<file path="config.mk">
export PLATFORM = sky130hd
export DESIGN_NAME = gnms_div
export DESIGN_NICKNAME = d
export VERILOG_FILES = /design/src/rtl/core/gnms_div.sv
export SDC_FILE = /design/constraint.sdc
export NUM_CORES = 1
export LEC_CHECK = 0
export BUFFER_PORTS_ARGS = -buffer_cell sky130_fd_sc_hd__buf_2
export CORE_ASPECT_RATIO = 0.75
export CORE_MARGIN = 2
export CORE_UTILIZATION = 38
export DETAILED_ROUTE_END_ITERATION = 12
export SLEW_MARGIN = 20
export SYNTH_ARGS = -nofsm -noshare
export SYNTH_HDL_FRONTEND = slang
export SYNTH_SLANG_ARGS = --single-unit
</file>
<file path="constraint.sdc">
create_clock -name clk_i -period 3.78 [get_ports clk_i]
set_clock_uncertainty 0.15 [all_clocks]
set_input_delay 0.378 -clock clk_i [delete_from_list [all_inputs] [get_ports clk_i]]
set_output_delay 0.378 -clock clk_i [all_outputs]
set_load 0.005 [all_outputs]
</file>
<file path="src/rtl/core/gnms_div.sv">
// ----------------------------------------------------------------------------
// gnms_div: restoring divider for result position recompute
// Splits the pending result position into column and row after a register
// write changes the frame geometry. One quotient bit per cycle.
// ----------------------------------------------------------------------------
module gnms_div #(
  parameter int DIVD_W = 23,
  parameter int DIVS_W = 11
) (
  input  logic              clk_i,
  input  logic              rst_ni,
  input  logic              start_i,
  input  logic [DIVD_W-1:0] dividend_i,
  input  logic [DIVS_W-1:0] divisor_i,
  output logic              busy_o,
  output logic              done_o,
  output logic [DIVD_W-1:0] quo_o,
  output logic [DIVS_W-1:0] rem_o
);

  localparam int CNT_W = $clog2(DIVD_W + 1);

  logic              busy_q, done_q;
  logic [CNT_W-1:0]  cnt_q;
  logic [DIVD_W-1:0] quo_q;
  logic [DIVS_W-1:0] rem_q;

  logic [DIVS_W:0]   cand, diff;
  logic              ge;
  logic [DIVS_W-1:0] rem_d;

  // Shift in the next dividend bit and try a subtract
  assign cand  = {rem_q, quo_q[DIVD_W-1]};
  assign ge    = cand >= {1'b0, divisor_i};
  assign diff  = cand - {1'b0, divisor_i};
  assign rem_d = ge ? diff[DIVS_W-1:0] : cand[DIVS_W-1:0];

  always_ff @(posedge clk_i or negedge rst_ni) begin
    if (!rst_ni) begin
      busy_q <= 1'b0;
      done_q <= 1'b0;
      cnt_q  <= '0;
    end else if (start_i) begin
      busy_q <= 1'b1;
      done_q <= 1'b0;
      cnt_q  <= '0;
    end else if (busy_q) begin
      cnt_q <= cnt_q + CNT_W'(1);
      if (cnt_q == CNT_W'(DIVD_W - 1)) begin
        busy_q <= 1'b0;
        done_q <= 1'b1;
      end
    end else begin
      done_q <= 1'b0;
    end
  end

  // Datapath registers
  always_ff @(posedge clk_i) begin
    if (start_i) begin
      quo_q <= dividend_i;
      rem_q <= '0;
    end else if (busy_q) begin
      quo_q <= {quo_q[DIVD_W-2:0], ge};
      rem_q <= rem_d;
    end
  end

  // A restart on the done cycle discards the stale result
  assign busy_o = busy_q;
  assign done_o = done_q && !start_i;
  assign quo_o  = quo_q;
  assign rem_o  = rem_q;

`ifndef SYNTHESIS
  a_rem_below_divisor: assert property (@(posedge clk_i) disable iff (!rst_ni)
    done_o |-> (rem_q < divisor_i))
    else $error("divider remainder not below divisor");
`endif

endmodule

</file>
After elaboration in Yosys (flattened, before gate mapping)
Cells that the tools add are included.
{ "word_totals": {"ff_bits": 41, "output_inout_bits": 36} }
{ "classes": {"addsub": 2, "magnitude_cmp": 1, "eq_ne": 2, "mux": 11, "reduce_logical": 3} }
{ "op_table": {"columns": ["op", "n"], "rows": [
  ["2-to-1 mux 23 bit", 2],
  ["greater-or-equal comparator 12 x 11 -> 1 bit", 1],
  ["2-to-1 mux 11 bit", 1],
  ["subtractor 11 bit", 1],
  ["2-to-1 mux 5 bit", 2],
  ["2-to-1 mux 1 bit", 6],
  ["adder 5 x 1 -> 5 bit (second input constant)", 1],
  ["== test 5 bit (second input constant)", 1],
  ["!= test 3 x 2 -> 1 bit (second input constant)", 1],
  ["nonzero test 2 bit", 1],
  ["logical AND 1 bit", 1],
  ["zero test 1 bit", 1]
]} }

Depth between registers and ports, before layout
{ "depth": {"word_depth": 4, "mapped_depth": 11, "mapped_depth_nobuf": 9} }

Worst setup path before layout
No wires, ideal clock.
{ "synth_path": {"path_type": "register -> register", "startpoint": "register quo_q[22] (netlist: quo_o[22])", "endpoint": "register rem_q[0] (netlist: rem_o[0])", "setup_ns": 0.079, "arrival_time_ns": 2.212, "required_ns": 3.551, "slack_ns": 1.338, "stages_incl_launch_ff": 11, "path_buffers": 1, "synth_period_minus_slack_ns": 2.442, "cell_sequence": "edfxtp_1 > inv_1 > ha_1 > fa_1 > and2b_1 > o31a_4 > o21ai_2 > a21o_1 > buf_6 > mux2_4 > a211oi_2"} }
{ "synth_between": {"elab_chain_cells": 2} }
{ "synth_lines": {"columns": ["element", "line_no", "rtl"], "rows": [
  ["from (decl)", "25", "logic [DIVD_W-1:0] quo_q;"],
  ["from (signal assigned)", "61", "quo_q <= dividend_i;"],
  ["from (signal assigned)", "64", "quo_q <= {quo_q[DIVD_W-2:0], ge};"],
  ["subtractor 11 bit / greater-or-equal comparator 12 x 11 -> 1 bit (equally long branches)", "35, 34", null],
  ["2-to-1 mux 11 bit *", "36", "assign rem_d = ge ? diff[DIVS_W-1:0] : cand[DIVS_W-1:0];"],
  ["to (signal assigned)", "65", "rem_q <= rem_d;"],
  ["to (decl)", "26", "logic [DIVS_W-1:0] rem_q;"]
]} }
Every way passes the cells marked *; elsewhere a longest branch is shown, timed or not.
A chain may end at the register's enable or synchronous reset.

Final worst setup path
Ends and elaborated chain as after synthesis.

==> summary.txt <==
Drt
  – DRC: 0
  – Total routed wirelength: 4.925 mm
  – Vias: 1804
  – Drt pass-1 iters: 4
  – Iter 0 DRT Violations: 98
  – Antenna violation net count after detailed routing: 0
  – Avg WL per Cell: 13.80 um
  – Via-to-Cell Ratio: 5.053

Die
  – Die ar.: 6679 um2
  – Core Area: 5826 um2
  – Row count: 24
  – Die height: 71.28 um
  – IO Pins: 73
  – Die Span X: 93.71 um
  – Effective utilization at floorplan: 0.3937

Finish
  – Fillers: 555
  – Post-route cell area: 2834 um2
  – Final design utilization: 0.4865
  – Nets: 329
  – Share of cells above drive strength 1: 0.3835
  – P&R area growth vs syn: 23.57%
  – Diodes inserted: 0
  – Fin cells: 357

Global route
  – Initial antenna violation count: 0
  – Vias in the first global route: 1643
  – First-pass GRT wire length: 7.990 mm
  – Met2 Usage GRT: 0.2214
  – GRT busiest layer: met1
  – Met3 GRT Util: 0.03891
  – M1 GR Usage: 0.2224
  – Total GRT Usage: 0.1523
  – Grt ovf: 0
  – Largest net degree at the start of global routing: 39

Place
  – Placed Area: 2718 um2
  – Gpl congestion: 0.7799
  – Worst slack, placed: 895.0 ps
  – HPWL Detailed: 3.718 mm
  – Dpl cells: 348
  – Port Buffers: 72

Pwr
  – Switching share of power: 0.2292
  – Clk pwr share: 0.333
  – Switching power: 0.2333 mW
  – Cell leakage power: 1.317 nW
  – Power per cell area: 359.1 nW/um2
  – Pint: 0.7844 mW
  – Total chip power: 1.018 mW
  – Worst VDD drop: 0.2105 mV
  – Sequential Power Share: 0.514
  – Combinational share of power: 0.153

Min path
  – Type of the worst min-delay path: in2reg
  – Launch point of the worst hold path: dividend_i[0]
  – Hold path endpoint: quo_o[0]$_DFFE_PP_
  – Hold Crit Depth: 3

Timing
  – Final period util: 0.7634
  – Crit path time final: 2886 ps
  – Max Fclk: 0.3466 GHz
  – Setup violators final: 0
  – Setup TNS: 0 ps
  – Relative slew slack: 0.4153
  – Hold Fails Final Rpt: 0
  – RSZ-0062 raised after global routing: false
  – Worst slew pin tran: 876.0 ps
  – Slew Limit Fails: 0
  – Post-route setup slack: 894.4 ps
  – Final hold slack: 222.3 ps

Worst setup path
  – FF-to-FF End: rem_o[0]$_SDFFE_PP0P_
  – Cell Chain, Critical Path: inv_1 > ha_1 > fa_1 > and2b_1 > o31a_4 > o21ai_2 > a21o_1 > mux2_4 > a211oi_2
  – FF-to-FF Start: quo_o[22]$_DFFE_PP_
  – CP required: 3840 ps
  – FF-to-FF path depth: 9
  – Critical path startpoint category: flip-flop
  – Family with the most delay on the worst path: compound AO/OA/AOI/OAI gates
  – Crit path max fanout: 21
  – Critical Path Start: quo_o[22]$_DFFE_PP_
  – Crit path max-delay cell type: a21o_1
  – Flop-to-flop setup slack: 890 ps
  – Max incr delay on CP: 550 ps
  – CP Buf/Inv Count: 1
  – Critical path data arrival time: 2950 ps
  – Setup crit end kind: flip-flop
  – Critical path class: reg2reg

Clocking
  – CTS buffer count: 5
  – Sink Count: 41
  – Post-CTS Hold Buffers: 1
  – Clock-pin slew on the worst setup and hold paths: 70 ps
  – Setup Fix Bufs, Post-CTS: 0
  – Root buffer selected by CTS: clkbuf_8
  – TritonCTS clock tree: built
  – Clock Path Buffers: 2
  – Clk_lat worst skew: 290 ps
  – H-Tree Depth: 2
  – PostCTS Resize Cnt: 0

Synth
  – Syn_area_per_cell: 11.19 um2
  – Sequential area share after synthesis: 0.4735
  – Area contributors post-synth: edfxtp_1, mux2_2, dfxtp_1
  – Cells after synthesis: 205
  – Yosys warnings: 0
  – Synth area leader: edfxtp_1
  – Synthesis-stage register bit count: 41
  – Syn_nets: 256
  – Ys async rst share: 0.1707
  – Synth top area share: 0.3011
  – Post-Syn Area: 2293 um2
  – Synth unique cells: 44
  – Post-synth EDFFs: 23
  – Top_reg_cell synth: edfxtp_1

Run
  – Max Cap Viol: 0

Outcome
  – Outcome: completed
## metal layers
| metal | part of all wire | vias to the layer above |
|---|---|---|
| li1 | - | 900 |
| met1 | 0.49 | 844 |
| met2 | 0.44 | 53 |
| met3 | 0.059 | 7 |
| met4 | 0.0089 | 0 |
| met5 | 0 | - |
## how the worst max path moves through the flow
| stage | end | cells after the start | slack (ps) |
|---|---|---|---|
| after detailed placement | rem_o[0]$_SDFFE_PP0P_ | 9 | 900 |
| after global placement | rem_o[3]$_SDFFE_PP0P_ | 9 | 950 |
| after CTS | rem_o[0]$_SDFFE_PP0P_ | 9 | 890 |
| final | rem_o[0]$_SDFFE_PP0P_ | 9 | 890 |
| after floorplan | rem_o[0]$_SDFFE_PP0P_ | 10 | 1340 |
| after global routing | rem_o[0]$_SDFFE_PP0P_ | 9 | 740 |
## cell type report
type | instances | area (um2) | share of cell area
Sequential cell | 41 | 1086 | 0.3832
Timing Repair Buffer | 74 | 377.9 | 0.1333
Clock inverter | 2 | 33.78 | 0.01192
Tap cell | 78 | 97.59 | 0.03444
Clock buffer | 6 | 72.57 | 0.02561
Inverter | 16 | 60.06 | 0.02119
Multi-Input combinational cell | 140 | 1106 | 0.3903
## power by group through the flow
| stage | clock (mW) | sequential, mW | combinational, mW |
|---|---|---|---|
| global placement | 0 | 0.532 | 0.155 |
| global route | 0.363 | 0.528 | 0.174 |
| detailed placement | 0 | 0.534 | 0.155 |
| finish | 0.339 | 0.523 | 0.156 |
| floorplan | 0 | 0.535 | 0.0862 |
| CTS | 0.345 | 0.524 | 0.157 |
## kinds of logic after synthesis
group,share of synthesized area
compound gates,0.1429
buf+inv,0.04419
fa+ha+maj,0.07965
flops,0.4735
xor+xnor,0.03819
mux,0.1195
simple gates,0.1020
## state kept, by name (all words and copies together), names as in the netlist
register and flops:
quo_o 23, rem_o 11, cnt_q 5, busy_o 1, done_q 1
## placed cells by master, fill, tap and decap left out, types with 2 or more instances in the layout
master and count:
a32oi_1 4, xor2_1 6, a21o_1 3, edfxtp_1 23, dfxtp_1 11, nor2_1 21, o31ai_1 3, mux2_2 23
xnor2_1 4, nand3b_1 2, inv_1 16, dfrtp_1 7, o21ai_0 6, nand4_1 4, nand2b_1 4, buf_2 72
nand2_1 11, clkbuf_8 5, a2111o_1 2, a311oi_1 2, a211oi_1 2, ha_1 13, o311a_1 2, a21oi_1 7
o21a_1 3, o211ai_1 2
## worst reg2reg max path, stage by stage, from the launching register on
cell and delay (ps):
edfxtp_1 400, inv_1 90, ha_1 170, fa_1 200, and2b_1 200, o31a_4 300, o21ai_2 180, a21o_1 550
mux2_4 360, a211oi_2 200
## cells in the mapped netlist, drive strengths merged, types with 2 or more instances
master and n:
nand4 4, a32oi 4, a311oi 2, dfrtp 7
a21oi 7, o21a 4, mux2 24, a211oi 3
edfxtp 23, nand2 11, nand2b 4, xor2 6
clkbuf 5, o311a 2, a21o 3, buf 3
ha 13, nand3b 2, nor2 21, xnor2 4
o31ai 3, o21ai 8, o211ai 2, dfxtp 11
a2111o 2, inv 16
(Power assumes the default switching activity.)
