## config.mk

```make
export PLATFORM = sky130hd
export DESIGN_NAME = gnms_back
export DESIGN_NICKNAME = d
export VERILOG_FILES = /design/src/rtl/core/gnms_pkg.sv /design/src/rtl/core/gnms_back.sv
export SDC_FILE = /design/constraint.sdc
export NUM_CORES = 1
export LEC_CHECK = 0
export ABC_AREA = 1
export BUFFER_PORTS_ARGS = -buffer_cell sky130_fd_sc_hd__buf_2
export CAP_MARGIN = 20
export CELL_PAD_IN_SITES_DETAIL_PLACEMENT = 1
export CELL_PAD_IN_SITES_GLOBAL_PLACEMENT = 1
export CORE_ASPECT_RATIO = 0.8
export CORE_MARGIN = 8
export CORE_UTILIZATION = 33
export CTS_CLUSTER_SIZE = 10
export DETAILED_ROUTE_END_ITERATION = 6
export MAX_ROUTING_LAYER = met4
export PLACE_DENSITY_LB_ADDON = 0.3
export SLEW_MARGIN = 40
export SYNTH_ARGS = -nofsm -noshare
export SYNTH_HDL_FRONTEND = slang
export SYNTH_SLANG_ARGS = --single-unit
```

## constraint.sdc

```tcl
create_clock -name clk_i -period 2.85 [get_ports clk_i]
set_input_delay 0 -clock clk_i [delete_from_list [all_inputs] [get_ports clk_i]]
set_output_delay 0 -clock clk_i [all_outputs]
set_load 0.02 [all_outputs]
```

## src/rtl/core/gnms_pkg.sv

```systemverilog
// ----------------------------------------------------------------------------
// gnms_pkg: shared types and constants for non-maximum suppression
// Stream kinds, register indexes, direction codes and the queue entry that
// travels from the window front end to the compare back end.
// ----------------------------------------------------------------------------
package gnms_pkg;

  localparam int PIX_W      = 8;
  localparam int IMG_W_BITS = 11;
  localparam int IMG_H_BITS = 13;
  localparam int CFG_W      = 13;

  localparam logic [IMG_W_BITS-1:0] RESET_WIDTH  = 11'd640;
  localparam logic [IMG_H_BITS-1:0] RESET_HEIGHT = 13'd480;

  // Queue between front and back
  localparam int FIFO_DEPTH = 4;
  localparam int FIFO_PTR_W = 2;
  localparam int FIFO_CNT_W = 3;

  typedef enum logic [0:0] {
    KIND_PIXEL = 1'b0,
    KIND_FLUSH = 1'b1
  } kind_e;

  typedef enum logic [0:0] {
    REG_IMAGE_WIDTH  = 1'b0,
    REG_IMAGE_HEIGHT = 1'b1
  } cfg_reg_e;

  // Stored direction codes; anything above diagonal-up is kept as none
  localparam logic [2:0] DIR_HORZ      = 3'd0;
  localparam logic [2:0] DIR_DIAG_DOWN = 3'd1;
  localparam logic [2:0] DIR_VERT      = 3'd2;
  localparam logic [2:0] DIR_DIAG_UP   = 3'd3;
  localparam logic [2:0] DIR_NONE      = 3'd4;

  // One classified pixel waiting for its compare
  typedef struct packed {
    logic [PIX_W-1:0] centre;
    logic [PIX_W-1:0] n1;
    logic [PIX_W-1:0] n2;
    logic             interior;
    logic             last;
  } nms_entry_t;

endpackage

```

## src/rtl/core/gnms_back.sv

```systemverilog
// ----------------------------------------------------------------------------
// gnms_back: compare and output register
// Keeps the centre only when it beats both neighbors on an interior pixel,
// and holds the result word until the sink takes it.
// ----------------------------------------------------------------------------
module gnms_back import gnms_pkg::*; (
  input  logic             clk_i,
  input  logic             rst_ni,
  input  logic             q_valid_i,
  input  nms_entry_t       q_entry_i,
  output logic             q_pop_o,
  output logic             m_tvalid_o,
  input  logic             m_tready_i,
  output logic [PIX_W-1:0] m_tdata_o,   // [7:0] kept_value
  output logic             m_tlast_o    // frame_end
);

  logic             m_valid_q, last_q;
  logic [PIX_W-1:0] kept_q, kept_d;

  assign q_pop_o = q_valid_i && (!m_valid_q || m_tready_i);

  // Strict local maximum across the gradient
  assign kept_d = (q_entry_i.interior &&
                   (q_entry_i.centre > q_entry_i.n1) &&
                   (q_entry_i.centre > q_entry_i.n2)) ? q_entry_i.centre : '0;

  always_ff @(posedge clk_i or negedge rst_ni) begin
    if (!rst_ni) begin
      m_valid_q <= 1'b0;
    end else if (q_pop_o) begin
      m_valid_q <= 1'b1;
    end else if (m_tready_i) begin
      m_valid_q <= 1'b0;
    end
  end

  always_ff @(posedge clk_i) begin
    if (q_pop_o) begin
      kept_q <= kept_d;
      last_q <= q_entry_i.last;
    end
  end

  assign m_tvalid_o = m_valid_q;
  assign m_tdata_o  = kept_q;
  assign m_tlast_o  = last_q;

`ifndef SYNTHESIS
  a_pop_shows_word: assert property (@(posedge clk_i) disable iff (!rst_ni)
    q_pop_o |=> m_tvalid_o)
    else $error("popped entry not presented");
`endif

endmodule
```

-- Yosys cells after proc, flatten, opt, wreduce, memory -nomap -nowiden
Index checks and enable logic that the tools add are counted.
- logic and storage cells: 13
- output and inout port bits: 11
- bits in registers: 10
- input port bits: 30
- $lt $le $gt $ge: 2
- multiplexer cells: 2
- reduce and logical (&&, ||, !) cells: 6
- operators with widths (kind ; number):
    $gt 8x8->1 ; 2
    $logic_and 1x1->1 ; 3
    $mux 1 ; 2
    $reduce_bool 2->1 ; 1
    $logic_not 1->1 ; 1
    $logic_or 1x1->1 ; 1

-- Logic depth before layout (Yosys ltp)
Gate-level depths: netlist of the first run.
- depth in word-level cells: 4
- gate-level depth with buffers: 11
- mapped depth without buffers: 11

-- Worst setup path after synthesis of the first run
No wires, ideal clock.
- path type: register to register
- from: register m_valid_q (netlist: m_tvalid_o)
- to: register kept_q[0] (netlist: m_tdata_o[0]), enable pin
- library setup time: 0.392 ns
- buffers on the path: 0
- stages on the path, launching flop included: 2
- period minus slack after synthesis: 1.669 ns
- setup slack: 1.181 ns
- arrival time: 1.277 ns
- required time: 2.458 ns
- path through: dfrtp_1 > a21oi_1
- cells in the longest elaborated chain, start to end: 3
- RTL lines (what ; line ; RTL):
    start: declaration ; gnms_back.sv:18 ; logic m_valid_q, last_q;
    start signal: assignment ; gnms_back.sv:30 ; m_valid_q <= 1'b0;
    start signal: assignment ; gnms_back.sv:32 ; m_valid_q <= 1'b1;
    start signal: assignment ; gnms_back.sv:34 ; m_valid_q <= 1'b0;
    $logic_not 1->1 ; gnms_back.sv:21 ; assign q_pop_o = q_valid_i && (!m_valid_q || m_tready_i);
    $logic_or 1x1->1 ; gnms_back.sv:21 ;
    $logic_and 1x1->1 ; gnms_back.sv:21 ;
    net q_pop_o ; gnms_back.sv:11 ; output logic q_pop_o,
    end signal: assignment ; gnms_back.sv:40 ; kept_q <= kept_d;
    end: declaration ; gnms_back.sv:19 ; logic [PIX_W-1:0] kept_q, kept_d;
The timed path passes the listed nets, and every way through them passes these cells.
A chain may end at the register's enable or synchronous reset.

-- Final worst setup path of the first run
- from: register m_valid_q (netlist: m_tvalid_o)
- to: output port q_pop_o
- cells in the longest elaborated chain, start to end: 3
- RTL lines (what ; line):
    $logic_not 1->1 ; gnms_back.sv:21
    $logic_or 1x1->1 ; gnms_back.sv:21
    $logic_and 1x1->1 ; gnms_back.sv:21
    end: declaration ; gnms_back.sv:11
Every way passes these cells.

==> flow_metrics.tcl, run 1 <==
set metrics [dict create \
    hold_class "input pin to asynchronous set/reset pin" \
    critPathKind "flip-flop to output pin" \
    seq_area_frac_synth_pct 35.5 \
    status "finished, final reports clean" \
    critPathCaptureType "output pin" \
    crit_required_ns 2.85 \
    insertedDiodeCount 0 \
    ir_drop_v 0.000100 \
    slew_viol_final 0 \
    grt_pass1_vias 905 \
    vias 817 \
    postCtsHoldBufs 4 \
    wl_per_cell_um 12.4 \
    h-tree-depth 1 \
    synth_top_area_share_pct 32.5 \
    hold_ws_ns 0.0522 \
    clk_pin_slew_ns 0.06 \
    initialDrtViolationCount 19 \
    max_freq_ghz 0.723 \
    cts_buffers 3 \
    syn_inst 105 \
    cts-resized-gates 0 \
    pwr-share-seq_pct 40.8 \
    rsz0062_at_grt "no" \
    clkPwrFrac_pct 29.9 \
    insertion_delay_ns 0.26 \
    ys_ff_latch 10 \
    grt_pass1_wl_um 3980 \
    drc 0 \
    fin_tns_setup_ns 0 \
    num_rows 16 \
    clock-root-buffer "clkbuf_4" \
    p_int_uw 298 \
    fin_crit_ns 1.38 \
    switchingPower_uw 121 \
    async_flop_share_pct 10.0 \
    die_w_um 72.1 \
    relSlewSlack_pct 64.3 \
    dpl.hpwl_um 2000 \
    io_buffers 40 \
    synth.most_common_cell "inv_1" \
    postRouteAntennaNets 0 \
    ios 41 \
    drtPass1Iterations 4 \
    switching_share_pct 28.9 \
    cts_tree "built" \
    cp-start-kind "flip-flop" \
    core_region_area_um2 2420 \
    synthTopCellsByCount "inv_1, nand2_1, ha_1" \
    setup_viol 0 \
    gp_congestion 0.692 \
    synth_ff_type "edfxtp_1" \
    critPathArrivalTime_ns 1.38 \
    hold_viol 0 \
    synth_nets 151 \
    clock_path_buffers 2 \
    dieArea_um2 4390 \
    finalNetCount 200 \
    synth_edf_count 9 \
    area_growth_pct 39.2 \
    maxCapViolations 0 \
    cts_post_setup_buffers_inserted 0 \
    syn_area_per_cell_um2 7.91 \
    fin_worst_skew_ns 0.00205 \
    netlist_area_um2 831 \
    p_per_area_nw_per_um2 363 \
    grt_max_degree 11 \
    yosys_warnings 0 \
    yosys-top-cells-area "edfxtp_1, ha_1, inv_1" \
    yosys.area.top_type "edfxtp_1" \
    drt-vias-per-instance 4.32 \
    grt_overflow 0 \
    antenna_found_initial 0 \
    start_util_pct 34.3 \
    post-route-period-util_pct 48.5 \
    drt_wl_total_um 2350 \
    cts_num_sinks 10 \
    track_usage_pct 11.9 \
    tightest_slew_ns 0.535 \
    drive_gt1_share_pct 32.0 \
    leakagePower_nw 0.694 \
    cp_max_fo 10 \
    combPwrFrac_pct 29.3 \
    die-height_um 60.9 \
    ys_types 13 \
]
power by group through the flow:
stage	clock network (mW)	logic, mW	registers (mW)
2_1_floorplan	0	0.0595	0.185
3_3_place_gp	0	0.109	0.174
6_report	0.126	0.123	0.171
3_5_place_dp	0	0.118	0.174
5_1_grt	0.136	0.141	0.172
4_1_cts	0.129	0.125	0.171
cells in the final DEF, fill, tap and decap left out:
cell / n
a21oi_1: 5
nand3_4: 1
nand2_1: 23
nor2_1: 14
nand2_2: 1
o21a_1: 1
clkbuf_8: 1
buf_2: 40
dfrtp_1: 1
inv_1: 30
clkbuf_4: 3
edfxtp_1: 9
a21oi_2: 1
nor2_2: 1
ha_1: 16
and2_4: 1
a21o_1: 1
dlygate4sd3_1: 4
through the flow:
step / total power, mW / utilization [%] / instances / instance area (µm²) / setup WS, ns
after floorplan: 0.244 / - / 105 / 831 / 1.18
after global placement: 0.283 / 44.4 / 181 / 1080 / 1.42
after detailed placement: 0.293 / 44.4 / 181 / 1080 / 1.34
after CTS: 0.425 / 47.6 / 189 / 1150 / 1.13
after global routing: 0.449 / 47.7 / 189 / 1160 / 1.37
final: 0.420 / 47.7 / 189 / 1160 / 1.47
final cells by class:
type	instances	area, µm²
Sequential cell	10	295
Inverter	30	113
Clock buffer	4	36.3
Fill cell	312	1270
Tap cell	36	45.0
Timing Repair Buffer	44	240
Multi-Input combinational cell	65	427
logic make-up (layout without fill, tap and decap cells):
logic type	Yosys count	after routing	synth area share, %
AND/OR/NAND/NOR	41	41	21.4
flip-flops	10	10	35.5
AO/OA/AOI/OAI	8	8	5.42
buffers and inverters	30	78	13.6
adder cells (fa/ha/maj)	16	16	24.1
flip-flops by register name, indices dropped and copies added (netlist names):
signal,count
m_tdata_o,8
m_tvalid_o,1
m_tlast_o,1
worst max-delay path, cell delays in order (launching register included):
cell and delay, ns:
dfrtp_1 0.40, a21oi_2 0.45, buf_2 0.27
routing by layer:
layer  vias to the layer above  part of all wire, %  track usage [%]
met5                         -                    0                -
met3                         0                  6.9             3.14
met2                        21                   56             23.0
li1                        416                    -                -
met4                         0                    0             4.35
met1                       380                   37             11.2
final timing paths:
| kind | from | to | slack, ns | depth (start not counted) |
|---|---|---|---|---|
| max | m_tvalid_o$_DFFE_PN0P_ | q_pop_o | 1.47 | 2 |
| min | rst_ni | m_tvalid_o$_DFFE_PN0P_ | 0.05 | 2 |
| max reg2reg | m_tvalid_o$_DFFE_PN0P_ | m_tdata_o[1]$_SDFFCE_PN0P_ | 1.64 | 1 |
| min reg2reg | m_tvalid_o$_DFFE_PN0P_ | m_tdata_o[6]$_SDFFCE_PN0P_ | 0.73 | 1 |
| max in group asynchronous | rst_ni | m_tvalid_o$_DFFE_PN0P_ | 2.71 | 2 |
| min in group clk_i | q_entry_i[24] | m_tdata_o[6]$_SDFFCE_PN0P_ | 0.09 | 3 |
(Power assumes the default switching activity.)
==> run 2: changes to the inputs <==
--- a/config.mk
+++ b/config.mk
@@ -12,7 +12,7 @@
 export CELL_PAD_IN_SITES_GLOBAL_PLACEMENT = 1
 export CORE_ASPECT_RATIO = 0.8
 export CORE_MARGIN = 8
-export CORE_UTILIZATION = 33
+export CORE_UTILIZATION = 28
 export CTS_CLUSTER_SIZE = 10
 export DETAILED_ROUTE_END_ITERATION = 6
 export MAX_ROUTING_LAYER = met4
==> constraint.sdc (replaced) <==
create_clock -name clk_i -period 1.2 [get_ports clk_i]
set_input_delay 0 -clock clk_i [delete_from_list [all_inputs] [get_ports clk_i]]
set_output_delay 0 -clock clk_i [all_outputs]
set_load 0.02 [all_outputs]
==> run 2 against run 1 <==
Utilization is 3.9 points lower; critical path depth is 6 higher; non-clock buffer count is 7 higher; hold slack worse by 0.057 ns; combinational power grew to 2.5 times the previous value; largest cell class unchanged; final area is 5.7% higher; sequential share of layout area is 1.4 points lower; critical endpoint is now m_tdata_o[4]$_SDFFCE_PN0P_; clock skew is 0.0024 ns higher; sequential power is 140% higher; flip-flop and latch count stayed put; total power grew to 2.6 times the previous value; the run now ends with negative hold slack left.
==> flow_metrics.tcl, run 2 (synthesis gave the netlist of run 1 again) <==
set metrics [dict create \
    antenna_found_initial 0 \
    largest_register_ffs 8 \
    cts-resized-gates 0 \
    drive_gt1_share_pct 35.6 \
    h-tree-depth 1 \
    ir_drop_v 0.000364 \
    hold_viol 1 \
    slew_viol_final 0 \
    area_growth_pct 47.1 \
    start_util_pct 29.8 \
    crit_required_ns 1.19 \
    clock-root-buffer "clkbuf_8" \
    postPlaceCellArea_um2 1130 \
    cts_tree "built" \
    max_freq_ghz 0.924 \
    grt_max_degree 9 \
    violations "negative hold slack" \
    switchingPower_uw 308 \
    cp-start-kind "input pin" \
    clock_path_buffers 2 \
    tightest_slew_ns 0.180 \
    clkPwrFrac_pct 33.7 \
    layout_commonest_cell "buf_2" \
    drt_wl_total_um 2410 \
    combPwrFrac_pct 28.5 \
    rsz0062_at_grt "no" \
    hold_class "input pin to flip-flop" \
    post-route-period-util_pct 90.2 \
    pwr-share-seq_pct 37.8 \
    maxCapViolations 0 \
    grt_pass1_vias 911 \
    clk_pin_slew_ns 0.05 \
    relSlewSlack_pct 88.0 \
    drtPass1Iterations 3 \
    cts_num_sinks 10 \
    initialDrtViolationCount 24 \
    gp_congestion 0.770 \
    insertedDiodeCount 0 \
    final_cells 198 \
    fin_tns_setup_ns 0 \
    layout_setup_ws_ns 0.118 \
    critPathCaptureType "flip-flop" \
    drt-vias-per-instance 4.15 \
    cts_buffers 3 \
    leakagePower_nw 0.734 \
    track_usage_pct 10.5 \
    critPathKind "input pin to flip-flop" \
    drc 0 \
    ios 41 \
    p_int_uw 775 \
    dp_cells 188 \
    setup_viol 0 \
    p_per_area_nw_per_um2 886 \
    die-height_um 64.7 \
    critPathArrivalTime_ns 1.08 \
    vias 822 \
    fin_worst_skew_ns 0.00445 \
    dieArea_um2 4980 \
    hold_ws_ns -0.00465 \
    die_w_um 76.9 \
    io_buffers 40 \
    wl_per_cell_um 12.2 \
    mostFrequentLayoutCells "buf_2, inv_1, nand2_1" \
    grt_overflow 0 \
    insertion_delay_ns 0.24 \
    dpl.hpwl_um 2150 \
    finalNetCount 207 \
    design_area_um2 1220 \
    num_rows 17 \
    multi_input_area_um2 434 \
    regArea_um2 295 \
    switching_share_pct 28.4 \
    pre_cts_ws_ns -0.151 \
    grt_pass1_wl_um 4100 \
    core_region_area_um2 2790 \
    postRouteAntennaNets 0 \
    cp_max_fo 8 \
    nFillCells 363 \
    fin_crit_ns 1.08 \
    status "complete, but fails checks" \
]
[run 2: cell types whose count changed in the layout (fill, tap and decap cells not counted)]
cell / delta
buf_4: +9
a21oi_2: -1
clkbuf_4: -3
clkbuf_8: +2
clkbuf_1: +1
a21oi_4: +1
dlygate4sd3_1: -2
[run 2: power groups by stage]
stage,combinational [mW],sequential (mW),clock [mW]
after floorplan,0.145,0.439,0
after detailed placement,0.297,0.415,0
final,0.309,0.409,0.364
after global routing,0.355,0.411,0.392
after CTS,0.317,0.409,0.371
after global placement,0.279,0.414,0
[run 2: repair_timing]
item	CTS	global route
endpoints found under the hold margin	2	0
hold buffers	2	0
buffers inserted	4	0
setup endpoints to repair	1	0
[run 2: through the flow]
step / power [mW] / util (%)
2_1_floorplan: 0.584 / -
3_3_place_gp: 0.694 / 40.5
3_5_place_dp: 0.713 / 40.5
4_1_cts: 1.10 / 43.9
5_1_grt: 1.16 / 43.9
6_report: 1.08 / 43.9
[run 2: path summary, 6_finish.rpt]
check	startpoint	endpoint	slack (ns)	depth (start not counted)
min in group asynchronous	rst_ni	m_tvalid_o$_DFFE_PN0P_	0.07	2
worst min-delay path	q_valid_i	m_tvalid_o$_DFFE_PN0P_	-0.005	3
worst min register to register	m_tvalid_o$_DFFE_PN0P_	m_tvalid_o$_DFFE_PN0P_	0.55	2
worst max register to register	m_tvalid_o$_DFFE_PN0P_	m_tdata_o[1]$_SDFFCE_PN0P_	0.13	2
worst max-delay path	q_entry_i[25]	m_tdata_o[4]$_SDFFCE_PN0P_	0.12	8
max in group asynchronous	rst_ni	m_tvalid_o$_DFFE_PN0P_	1.04	2
[run 2: per-layer routing]
layer  GRT usage (%)  part of all wire (%)
met5               -                     0
met4            4.55                   2.3
met3            2.07                   4.0
met2            19.0                    51
met1            10.9                    42
[run 2: area by class of cell]
class | count | share of cell area (%)
flip-flops and latches | 10 | 24.2
clock buffers | 4 | 3.68
well taps | 38 | 3.89
repair buffers | 51 | 23.5
inverters | 30 | 9.21
multi-input cells | 65 | 35.5
[run 2: critical path, cell delays in order]
cell	delay (ns)
buf_2	0.12
ha_1	0.31
nand2_1	0.07
nor2_1	0.18
and2_4	0.17
nor2_2	0.04
nand3_4	0.11
nor2_1	0.06
