<file path="src/rtl/core/gnms_pkg.sv">
// ----------------------------------------------------------------------------
// gnms_pkg: shared types and constants for non-maximum suppression
// Stream kinds, register indexes, direction codes and the queue entry that
// travels from the window front end to the compare back end.
// ----------------------------------------------------------------------------
package gnms_pkg;

  localparam int PIX_W      = 8;
  localparam int IMG_W_BITS = 11;
  localparam int IMG_H_BITS = 13;
  localparam int CFG_W      = 13;

  localparam logic [IMG_W_BITS-1:0] RESET_WIDTH  = 11'd640;
  localparam logic [IMG_H_BITS-1:0] RESET_HEIGHT = 13'd480;

  // Queue between front and back
  localparam int FIFO_DEPTH = 4;
  localparam int FIFO_PTR_W = 2;
  localparam int FIFO_CNT_W = 3;

  typedef enum logic [0:0] {
    KIND_PIXEL = 1'b0,
    KIND_FLUSH = 1'b1
  } kind_e;

  typedef enum logic [0:0] {
    REG_IMAGE_WIDTH  = 1'b0,
    REG_IMAGE_HEIGHT = 1'b1
  } cfg_reg_e;

  // Stored direction codes; anything above diagonal-up is kept as none
  localparam logic [2:0] DIR_HORZ      = 3'd0;
  localparam logic [2:0] DIR_DIAG_DOWN = 3'd1;
  localparam logic [2:0] DIR_VERT      = 3'd2;
  localparam logic [2:0] DIR_DIAG_UP   = 3'd3;
  localparam logic [2:0] DIR_NONE      = 3'd4;

  // One classified pixel waiting for its compare
  typedef struct packed {
    logic [PIX_W-1:0] centre;
    logic [PIX_W-1:0] n1;
    logic [PIX_W-1:0] n2;
    logic             interior;
    logic             last;
  } nms_entry_t;

endpackage

</file>
<file path="src/rtl/core/gnms_fifo.sv">
// ----------------------------------------------------------------------------
// gnms_fifo: short queue between front and back
// Holds classified pixels so the window stage and the output side stall
// independently.
// ----------------------------------------------------------------------------
module gnms_fifo import gnms_pkg::*; (
  input  logic                  clk_i,
  input  logic                  rst_ni,
  input  logic                  push_i,
  input  nms_entry_t            entry_i,
  input  logic                  pop_i,
  output logic                  valid_o,
  output nms_entry_t            entry_o,
  output logic [FIFO_CNT_W-1:0] level_o
);

  nms_entry_t            buf_q [FIFO_DEPTH];
  logic [FIFO_PTR_W-1:0] wr_ptr_q, rd_ptr_q;
  logic [FIFO_CNT_W-1:0] cnt_q;

  // Pointers and fill level
  always_ff @(posedge clk_i or negedge rst_ni) begin
    if (!rst_ni) begin
      wr_ptr_q <= '0;
      rd_ptr_q <= '0;
      cnt_q    <= '0;
    end else begin
      if (push_i) begin
        wr_ptr_q <= wr_ptr_q + FIFO_PTR_W'(1);
      end
      if (pop_i) begin
        rd_ptr_q <= rd_ptr_q + FIFO_PTR_W'(1);
      end
      case ({push_i, pop_i})
        2'b10:   cnt_q <= cnt_q + FIFO_CNT_W'(1);
        2'b01:   cnt_q <= cnt_q - FIFO_CNT_W'(1);
        default: cnt_q <= cnt_q;
      endcase
    end
  end

  // Storage
  always_ff @(posedge clk_i) begin
    if (push_i) begin
      buf_q[wr_ptr_q] <= entry_i;
    end
  end

  assign valid_o = cnt_q != '0;
  assign entry_o = buf_q[rd_ptr_q];
  assign level_o = cnt_q;

`ifndef SYNTHESIS
  a_no_push_full: assert property (@(posedge clk_i) disable iff (!rst_ni)
    push_i |-> (cnt_q < FIFO_CNT_W'(FIFO_DEPTH)) || pop_i)
    else $error("queue push while full");

  a_no_pop_empty: assert property (@(posedge clk_i) disable iff (!rst_ni)
    pop_i |-> (cnt_q != '0))
    else $error("queue pop while empty");
`endif

endmodule

</file>
<file path="config.mk">
export PLATFORM = sky130hd
export DESIGN_NAME = gnms_fifo
export DESIGN_NICKNAME = d
export VERILOG_FILES = /design/src/rtl/core/gnms_pkg.sv /design/src/rtl/core/gnms_fifo.sv
export SDC_FILE = /design/constraint.sdc
export NUM_CORES = 1
export LEC_CHECK = 0
export ABC_AREA = 1
export BUFFER_PORTS_ARGS = -buffer_cell sky130_fd_sc_hd__buf_2
export CAP_MARGIN = 20
export CELL_PAD_IN_SITES_DETAIL_PLACEMENT = 0
export CELL_PAD_IN_SITES_GLOBAL_PLACEMENT = 1
export CORE_ASPECT_RATIO = 0.8
export CORE_MARGIN = 4
export CORE_UTILIZATION = 49
export DETAILED_ROUTE_END_ITERATION = 10
export GPL_ROUTABILITY_DRIVEN = 0
export HOLD_SLACK_MARGIN = 0.1
export PLACE_DENSITY = 0.88
export SLEW_MARGIN = 20
export SYNTH_ARGS = -nofsm -noshare
export SYNTH_HDL_FRONTEND = slang
export SYNTH_SLANG_ARGS = --single-unit
</file>
<file path="constraint.sdc">
create_clock -name clk_i -period 4.3 [get_ports clk_i]
set_input_delay 0.215 -clock clk_i [delete_from_list [all_inputs] [get_ports clk_i]]
set_output_delay 0.215 -clock clk_i [all_outputs]
set_load 0.01 [all_outputs]
</file>
# Word level (Yosys, flattened, before mapping)
# Memories as Yosys holds them, arrays and structs flattened.
# Index checks and enable logic that the tools add are counted.
# totals
latchBits	0
n_memories	1
out_inout_bits	30
ff_bits	7
romBits	0
ramBits	104
word_cells	15
# mem_list
memory	depth	word_bits	read_ports	rd_ports_with_merged_regs	wr	line_no	rtl
buf_q	4	26	1	0	1	gnms_fifo.sv:17	nms_entry_t buf_q [FIFO_DEPTH];
# op_classes
n_bitwise	0
n_addsub	4
multipliers	0
eq_ne	2
n_shift	0
n_reduce_logical	2
n_mux	3
n_lt_le_gt_ge	0
n_div	0
# ops
cell	count
$pmux 3 s2	1
$add 2x1->2 const B	2
$add 3x1->3 const B	1
$reduce_bool 3->1	1
$sub 3x1->3 const B	1
$eq 2x1->1 const B	1
$eq 2x2->1 const B	1
$mux 1	2
$reduce_bool 2->1	1

# Longest topological paths before layout
# Gate-level depths: netlist of run 1.
# depth
ltp_word	2
ltp_mapped	9

# Worst setup path before layout of run 1
# Ideal clock, no wire load.
# synth_path
path_kind	flip-flop to flip-flop
from	register wr_ptr_q[0]
to	memory buf_q[0][0] (netlist name) (enable)
path_stages_with_launch	5
setup_ps	381
required_time_ps	3919
slack_ps	2728
t_arrival_ps	1191
n_path_buf	0
path_cell_list	dfrtp_1 inv_1 ha_1 nand2_1 inv_1
# synth_rtl
item	line_no	rtl
from (decl)	gnms_fifo.sv:18	logic [FIFO_PTR_W-1:0] wr_ptr_q, rd_ptr_q;
from (signal assigned)	gnms_fifo.sv:29	wr_ptr_q <= wr_ptr_q + FIFO_PTR_W'(1);
to (decl)	gnms_fifo.sv:17	
# Straight into the memory's write port.

==> flow_metrics.tcl, run 1 <==
set metrics [dict create \
    status "complete, no violations" \
    seq_area_frac_synth 0.7022 \
    start_util 0.5110 \
    drive_above_1_share 0.1967 \
    nFillCells 720 \
    synth_top_cell_area_share 0.6649 \
    yosysWarnings 0 \
    die-area_sq_um 11230 \
    p_leak_nw 2.426 \
    internal_power_w 0.002286 \
    crit_type "flip-flop to output port" \
    path_clk_slew_ps 70 \
    syn_inst 402 \
    fin_tns_setup_ps 0 \
    synth_common_cells "nand2_1, edfxtp_1, inv_1" \
    finalClockSkew_ps 4.534 \
    synth-edff-count 104 \
    clock-sinks 111 \
    fin_crit_ps 2214 \
    holdPathEnd "buf_q[1][1]$_DFFE_PP_" \
    initialDrtViolationCount 121 \
    grt_max_degree 107 \
    antenna_cells 0 \
    p_sw_w 0.001263 \
    syn-num-nets 438 \
    min_from "entry_i[1]" \
    finalSetupViolCount 0 \
    postRouteAntennaNets 0 \
    routed_via_density 4.637 \
    hpwl_microns 4726 \
    ys.flop_type "edfxtp_1" \
    netSwitchingFraction 0.3559 \
    cp_slowest_stage_delay_ps 890 \
    crit_path_end_kind "output port" \
    syn_area_per_cell_sq_um 11.68 \
    fp.dieW_microns 117.5 \
    crit_arrival_ps 2000 \
    multi_input_area_sq_um 1039 \
    crit_family "flip-flops" \
    r2r-start "wr_ptr_q[0]$_DFFE_PN0P_" \
    crit_slowest_cell "dfrtp_4" \
    critPathLaunchType "flip-flop" \
    cp.depth 6 \
    seq_area_sq_um 3302 \
    cts_root_buf "clkbuf_16" \
    insertion_delay_ps 340 \
    worst_pin_slew_ps 1069 \
    synth_cell_types 19 \
    drcViolationCount 0 \
    peakVddDrop_v 0.0003811 \
    pwr-share-clk 0.211 \
    synthToLayoutAreaGrowth_pct 19.31 \
    nets 519 \
    rsz0062_at_grt "no" \
    place_area_sq_um 5042 \
    synth_area_leaders "edfxtp_1, nand2_1, inv_1, nor2_1, dfrtp_1" \
    vias 2796 \
    dieHeight_microns 95.57 \
    final_area_sq_um 5604 \
    core_area_sq_um 9193 \
    crit_chain "buf_12, nor2_1, nor2_1, nand2_1, nand2_1, buf_2" \
    r2r_cells 5 \
    fin_cells 603 \
    htreeDepth 3 \
    finalHoldViolations 0 \
    path_buf_inv 2 \
    hold_ws_ps 113.4 \
    wl_per_cell_microns 12.95 \
    worst_ep_required_time_ps 4090 \
    dr.pass1.iters 4 \
    ys_ff_latch 111 \
    ioPinCount 60 \
    yosysMostFrequentCell "nand2_1" \
    port_buffers 59 \
    maxSlewViolCount 0 \
    postSynth.asyncResetShare 0.06306 \
    antenna_found_initial 0 \
    place_inst 561 \
    totalWireLength_microns 7811 \
    power_frac_seq 0.446 \
    hold_path_class "input port to flip-flop" \
    holdPathStages 1 \
    power_w 0.003548 \
    clk_path_buf_depth 2 \
    cts_tree "done" \
    cp_max_fo 62 \
    min_period_over_period 0.5150 \
    comb_power_share 0.343 \
    regToRegSetupSlack_ps 2600 \
    slew_headroom 0.2876 \
    powerDensity_nw_per_um2 633.2 \
    post_cts_buffers 0 \
    numCtsBuffers 9 \
    fmaxAchievable_ghz 0.4516 \
    grt_pass1_wl_microns 13050 \
    synth_area_sq_um 4697 \
    rr_endpoint "buf_q[0][25]$_DFFE_PP_" \
    grt_use_total 0.1481 \
    grt_overflow 0 \
    yosysTopAreaCell "edfxtp_1" \
    num_rows 31 \
    grt_pass1_vias 2691 \
    cap_viol_max_count 0 \
]
power by group through the flow:
stage	combinational, W	sequential (W)	clock [W]
6_report	0.00122	0.00158	0.000748
5_1_grt	0.00138	0.00162	0.000809
4_1_cts	0.00115	0.00164	0.000762
3_5_place_dp	0.00113	0.00166	0
3_3_place_gp	0.00110	0.00165	0
2_1_floorplan	0.000927	0.00151	0
metal layers:
metal	global-route usage	routed length, microns
met5	0	0
met2	0.2452	3667
met3	0.05042	375
met1	0.1918	3709
met4	0.03512	58
layout by cell type (no fill, tap or decap), drive strengths merged, types with 2 or more instances in the layout:
master / netlist / routed
nand2: 118 / 118
edfxtp: 104 / 104
inv: 64 / 64
buf: 15 / 64
nor2: 51 / 51
o211ai: 26 / 26
dlygate4sd3: 0 / 24
clkbuf: 3 / 9
dfrtp: 7 / 7
clkinv: 0 / 6
ha: 5 / 5
xor2: 3 / 3
o21ai: 2 / 2
registers in the layout (all words and copies together), names as in the netlist:
register and flops:
level_o 3, wr_ptr_q 2, buf_q 104, rd_ptr_q 2
stage by stage:
stage | worst slack, ps | util
after global placement | 2425 | 0.5485
final | 2086 | 0.6096
after detailed placement | 2369 | 0.5485
after CTS | 1990 | 0.6045
after floorplan | 2728 | -
after global routing | 1897 | 0.6096
what timing repair did:
| action | 4_1_cts | 5_1_grt |
|---|---|---|
| gates resized for setup | 0 | 0 |
| hold endpoints to repair | 93 | 0 |
| hold buffers | 24 | 0 |
layout make-up:
class,count,area share
inverters,64,0.04287
multi-input cells,209,0.1853
well taps,115,0.02568
flip-flops and latches,111,0.5892
clock buffers,9,0.04019
repair buffers,88,0.1081
clock inverters,7,0.008707
worst max path at each step:
stage,startpoint,to,slack [ps]
final,rd_ptr_q[0]$_DFFE_PN0P_,entry_o[7],2090
after global routing,rd_ptr_q[0]$_DFFE_PN0P_,entry_o[5],1900
after CTS,rd_ptr_q[0]$_DFFE_PN0P_,entry_o[20],1990
after detailed placement,rd_ptr_q[0]$_DFFE_PN0P_,entry_o[20],2370
after global placement,rd_ptr_q[0]$_DFFE_PN0P_,entry_o[20],2430
after floorplan,wr_ptr_q[0]$_DFFE_PN0P_,buf_q[0][0]$_DFFE_PP_,2730
kinds of logic (layout without fill, tap and decap cells):
kind of cell	count (synthesis)	count (layout)	share of synthesized area
AOI/OAI and AO/OA	28	28	0.05861
xor gates and xnor gates	4	4	0.007460
adders and majority gates	6	6	0.01758
buffers and inverters	82	168	0.07672
DFF	111	111	0.7022
and+or+nand+nor	171	171	0.1375
Note: power is estimated with default switching activity, not from simulation.
==> run 2, diff against run 1 <==
--- a/config.mk
+++ b/config.mk
@@ -12,11 +12,11 @@
 export CELL_PAD_IN_SITES_GLOBAL_PLACEMENT = 1
 export CORE_ASPECT_RATIO = 0.8
 export CORE_MARGIN = 4
-export CORE_UTILIZATION = 49
+export CORE_UTILIZATION = 46
 export DETAILED_ROUTE_END_ITERATION = 10
 export GPL_ROUTABILITY_DRIVEN = 0
 export HOLD_SLACK_MARGIN = 0.1
-export PLACE_DENSITY = 0.88
+export PLACE_DENSITY = 0.84
 export SLEW_MARGIN = 20
 export SYNTH_ARGS = -nofsm -noshare
 export SYNTH_HDL_FRONTEND = slang
==> constraint.sdc (replaced) <==
create_clock -name clk_i -period 2.2 [get_ports clk_i]
set_input_delay 0.11 -clock clk_i [delete_from_list [all_inputs] [get_ports clk_i]]
set_output_delay 0.11 -clock clk_i [all_outputs]
set_load 0.01 [all_outputs]
==> flow_metrics.tcl, run 2 (synthesis gave the netlist of run 1 again) <==
set metrics [dict create \
    antenna_cells 0 \
    cts_tree "done" \
    final_cell_mix "nand2_1, edfxtp_1, inv_1" \
    crit_slowest_cell "dfrtp_4" \
    grt_max_degree 44 \
    clk_path_buf_depth 2 \
    grt_overflow 0 \
    ioPinCount 60 \
    drive_above_1_share 0.1956 \
    synthToLayoutAreaGrowth_pct 21.76 \
    num_rows 32 \
    crit_start "rd_ptr_q[0]$_DFFE_PN0P_" \
    place_area_sq_um 5131 \
    dr.pass1.iters 4 \
    crit_type "flip-flop to output port" \
    endpoint "entry_o[4]" \
    dieHeight_microns 98.38 \
    worst_pin_slew_ps 440.4 \
    largest_reg_flops 104 \
    numCtsBuffers 9 \
    critPathLaunchType "flip-flop" \
    path_buf_inv 2 \
    maxSlewViolCount 0 \
    cp_max_fo 38 \
    nets 527 \
    hpwl_microns 4997 \
    peakVddDrop_v 0.0007766 \
    cts_root_buf "clkbuf_16" \
    core_area_sq_um 9809 \
    grt_pass1_wl_microns 13290 \
    path_clk_slew_ps 70 \
    port_buffers 59 \
    wl_per_cell_microns 12.66 \
    worst_ep_required_time_ps 2090 \
    hold_path_class "input port to asynchronous set/reset pin" \
    crit_family "flip-flops" \
    vias 2847 \
    fp.dieW_microns 121.0 \
    finalClockSkew_ps 4.153 \
    fin_tns_setup_ps 0 \
    insertion_delay_ps 340 \
    min_period_over_period 0.8710 \
    final_util 0.5830 \
    powerDensity_nw_per_um2 1242 \
    fmaxAchievable_ghz 0.5219 \
    crit_path_end_kind "output port" \
    nFillCells 783 \
    initialDrtViolationCount 176 \
    cp.depth 6 \
    grt_use_total 0.1439 \
    start_util 0.4788 \
    htreeDepth 3 \
    regToRegSetupSlack_ps 710 \
    rr_endpoint "buf_q[0][9]$_DFFE_PP_" \
    status "complete, no violations" \
    clock-sinks 111 \
    cap_viol_max_count 0 \
    final_area_sq_um 5719 \
    crit_chain "buf_4, nor2_1, nor2_1, nand2_1, nand2_1, buf_2" \
    regMostFlops "buf_q" \
    r2r_cells 5 \
    crit_arrival_ps 1810 \
    routed_via_density 4.505 \
    grt_pass1_vias 2722 \
    antenna_found_initial 0 \
    drcViolationCount 0 \
    postRouteAntennaNets 0 \
    rsz0062_at_grt "no" \
    p_leak_nw 2.475 \
    finalHoldViolations 0 \
    cp_slowest_stage_delay_ps 710 \
    r2r-start "wr_ptr_q[0]$_DFFE_PN0P_" \
    final_common_cell "nand2_1" \
    die-area_sq_um 11900 \
    fin_crit_ps 1916 \
    finalSetupViolCount 0 \
    slew_headroom 0.7059 \
    totalWireLength_microns 8002 \
]
-- run 2: how the worst min path moves through the flow --
stage / end / slack [ps] / cells after the start / start
after floorplan: level_o[0]$_DFFE_PN0P_ / -190 / 0 / rst_ni
after global placement: level_o[2]$_DFFE_PN0P_ / -50 / 1 / rst_ni
after detailed placement: wr_ptr_q[0]$_DFFE_PN0P_ / -50 / 1 / rst_ni
after CTS: wr_ptr_q[0]$_DFFE_PN0P_ / 120 / 2 / rst_ni
after global routing: wr_ptr_q[0]$_DFFE_PN0P_ / 140 / 2 / rst_ni
final: wr_ptr_q[0]$_DFFE_PN0P_ / 120 / 2 / rst_ni
-- run 2: where the power goes --
part           switching (W)  internal [W]  leakage, nW
Clock               0.000693      0.000884        0.145
Sequential          0.000246       0.00278         1.04
Combinational        0.00154      0.000956         1.29
-- run 2: routing by layer --
layer	vias up	GRT usage	wire, microns
met3	8	0.04574	382
met5	-	0	0
met1	1310	0.1967	3797
li1	1477	-	-
met2	52	0.2225	3736
met4	0	0.04181	85
-- run 2: timing repair --
action,4_1_cts,5_1_grt
hold endpoints to repair,115,0
buffers inserted,0,0
hold buffers,29,0
resized for setup,0,0
-- run 2: final cells by class --
| cell class | instances | area [sq um] | share of cell area |
|---|---|---|---|
| sequential | 111 | 3302 | 0.5773 |
| multi-input combinational | 209 | 1039 | 0.1816 |
| timing repair buffer | 96 | 670.6 | 0.1173 |
| inverter | 64 | 240.2 | 0.04200 |
| clock buffer | 9 | 225.2 | 0.03938 |
| tap | 136 | 170.2 | 0.02975 |
| clock inverter | 7 | 72.57 | 0.01269 |
-- run 2: stage by stage --
step	hold slack [ps]	setup slack, ps	std cells	power [W]
after floorplan	-185.6	628.1	402	0.004764
after global placement	-46.86	683.9	587	0.005512
after detailed placement	-47.10	647.8	587	0.005583
after CTS	123.8	268.2	632	0.007202
after global routing	135.1	86.32	632	0.007626
final	124.8	283.7	632	0.007106
==> run 3, diff against run 2 <==
--- a/config.mk
+++ b/config.mk
@@ -10,7 +10,6 @@
 export CAP_MARGIN = 20
 export CELL_PAD_IN_SITES_DETAIL_PLACEMENT = 0
 export CELL_PAD_IN_SITES_GLOBAL_PLACEMENT = 1
-export CORE_ASPECT_RATIO = 0.8
 export CORE_MARGIN = 4
 export CORE_UTILIZATION = 46
 export DETAILED_ROUTE_END_ITERATION = 10
==> flow_metrics.tcl, run 3 (synthesis gave the netlist of run 1 again) <==
set metrics [dict create \
    dieHeight_microns 109.1 \
    fin_crit_ps 1852 \
    crit_type "flip-flop to output port" \
    r2r-start "wr_ptr_q[1]$_DFFE_PN0P_" \
    crit_path_end_kind "output port" \
    vias 2884 \
    start_util 0.4762 \
    hold_ws_ps 496.3 \
    fin_ws_ps 347.8 \
    rr_endpoint "buf_q[1][2]$_DFFE_PP_" \
    fmaxAchievable_ghz 0.5399 \
    path_clk_slew_ps 100 \
    peakVddDrop_v 0.0006287 \
    min_from "entry_i[20]" \
    clk_path_buf_depth 2 \
    final_area_sq_um 5660 \
    power_frac_seq 0.451 \
    initialDrtViolationCount 171 \
    grt_max_degree 56 \
    cts_root_buf "clkbuf_8" \
    numCtsBuffers 9 \
    totalWireLength_microns 8399 \
    insertion_delay_ps 350 \
    r2r_cells 5 \
    slew_headroom 0.7176 \
    worst_ep_required_time_ps 2090 \
    antenna_found_initial 1 \
    postRouteAntennaNets 0 \
    min_period_over_period 0.8419 \
    grt_pass1_wl_microns 13190 \
    crit_start "rd_ptr_q[0]$_DFFE_PN0P_" \
    htreeDepth 3 \
    endpoint "entry_o[9]" \
    maxSlewViolCount 0 \
    drive_above_1_share 0.2044 \
    regToRegSetupSlack_ps 620 \
    final_common_cell "nand2_1" \
    nets 535 \
    finalHoldViolations 0 \
    cap_viol_max_count 0 \
    worst_pin_slew_ps 423.1 \
    place_area_sq_um 5152 \
    status "complete, no violations" \
    regMostFlops "buf_q" \
    rsz0062_at_grt "no" \
    cts_tree "done" \
    final_cell_mix "nand2_1, edfxtp_1, inv_1" \
    drcViolationCount 0 \
    clock-sinks 111 \
    critPathLaunchType "flip-flop" \
    finalClockSkew_ps 9.877 \
    nFillCells 805 \
    synthToLayoutAreaGrowth_pct 20.51 \
    pwr-share-clk 0.159 \
    num_rows 36 \
    dr.pass1.iters 4 \
    routed_via_density 4.520 \
    final_util 0.5738 \
    netSwitchingFraction 0.3695 \
    detailedPlace.worstSlack_ps 554.8 \
    grt_use_total 0.1474 \
    finalSetupViolCount 0 \
    grt_pass1_vias 2737 \
    crit_arrival_ps 1740 \
    die-area_sq_um 11890 \
    comb_power_share 0.390 \
    port_buffers 59 \
    fin_tns_setup_ps 0 \
    wl_per_cell_microns 13.16 \
    hold_path_class "input port to flip-flop" \
    powerDensity_nw_per_um2 1179 \
    ioPinCount 60 \
    cp_max_fo 29 \
    p_sw_w 0.002465 \
    p_leak_nw 2.451 \
    internal_power_w 0.004207 \
    largest_reg_flops 104 \
    hpwl_microns 5428 \
    core_area_sq_um 9864 \
    grt_overflow 0 \
    fp.dieW_microns 109.1 \
]
-- run 3: per-layer routing --
layer	wire [microns]	global-route usage	vias up
li1	-	-	1488
met1	3816	0.1942	1324
met2	3966	0.2430	62
met3	525	0.03434	10
met4	91	0.04599	0
met5	0	0	-
-- run 3: timing repair --
action	CTS	global route
endpoints found under the hold margin	115	0
setup buffers	0	1
resized for setup	0	0
hold buffers	31	0
setup endpoints to repair	0	4
-- run 3: power groups by stage --
stage	registers [W]	logic (W)	clock network, W
finish	0.00301	0.00260	0.00106
global route	0.00305	0.00293	0.00119
CTS	0.00307	0.00252	0.00110
detailed placement	0.00311	0.00246	0
global placement	0.00309	0.00240	0
floorplan	0.00295	0.00181	0
-- run 3: how the worst min path moves through the flow --
stage / endpoint / slack [ps] / cells past startpoint
after CTS: buf_q[3][6]$_DFFE_PP_ / 480 / 2
final: buf_q[2][20]$_DFFE_PP_ / 500 / 2
after global placement: level_o[2]$_DFFE_PN0P_ / -50 / 1
after global routing: buf_q[1][20]$_DFFE_PP_ / 480 / 2
after floorplan: level_o[0]$_DFFE_PN0P_ / -190 / 0
after detailed placement: level_o[2]$_DFFE_PN0P_ / -40 / 1
-- run 3: layout make-up --
class | count | area, sq um | area share
well taps | 133 | 166.4 | 0.02940
repair buffers | 104 | 735.7 | 0.1300
multi-input cells | 209 | 1039 | 0.1835
clock inverters | 5 | 43.79 | 0.007737
flip-flops and latches | 111 | 3302 | 0.5833
inverters | 64 | 240.2 | 0.04244
clock buffers | 11 | 131.4 | 0.02321
diodes | 1 | 2.502 | 0.0004421
-- run 3: worst max-delay path: stages (launching register included) --
cell,delay [ps]
dfrtp_4,660
buf_4,330
nor2_1,80
nor2_1,80
nand2_1,60
nand2_1,60
buf_2,120
-- run 3: per-stage QoR --
step	power [W]	std cells
2_1_floorplan	0.004764	402
3_3_place_gp	0.005494	589
3_5_place_dp	0.005575	589
4_1_cts	0.006680	636
5_1_grt	0.007172	638
6_report	0.006672	638
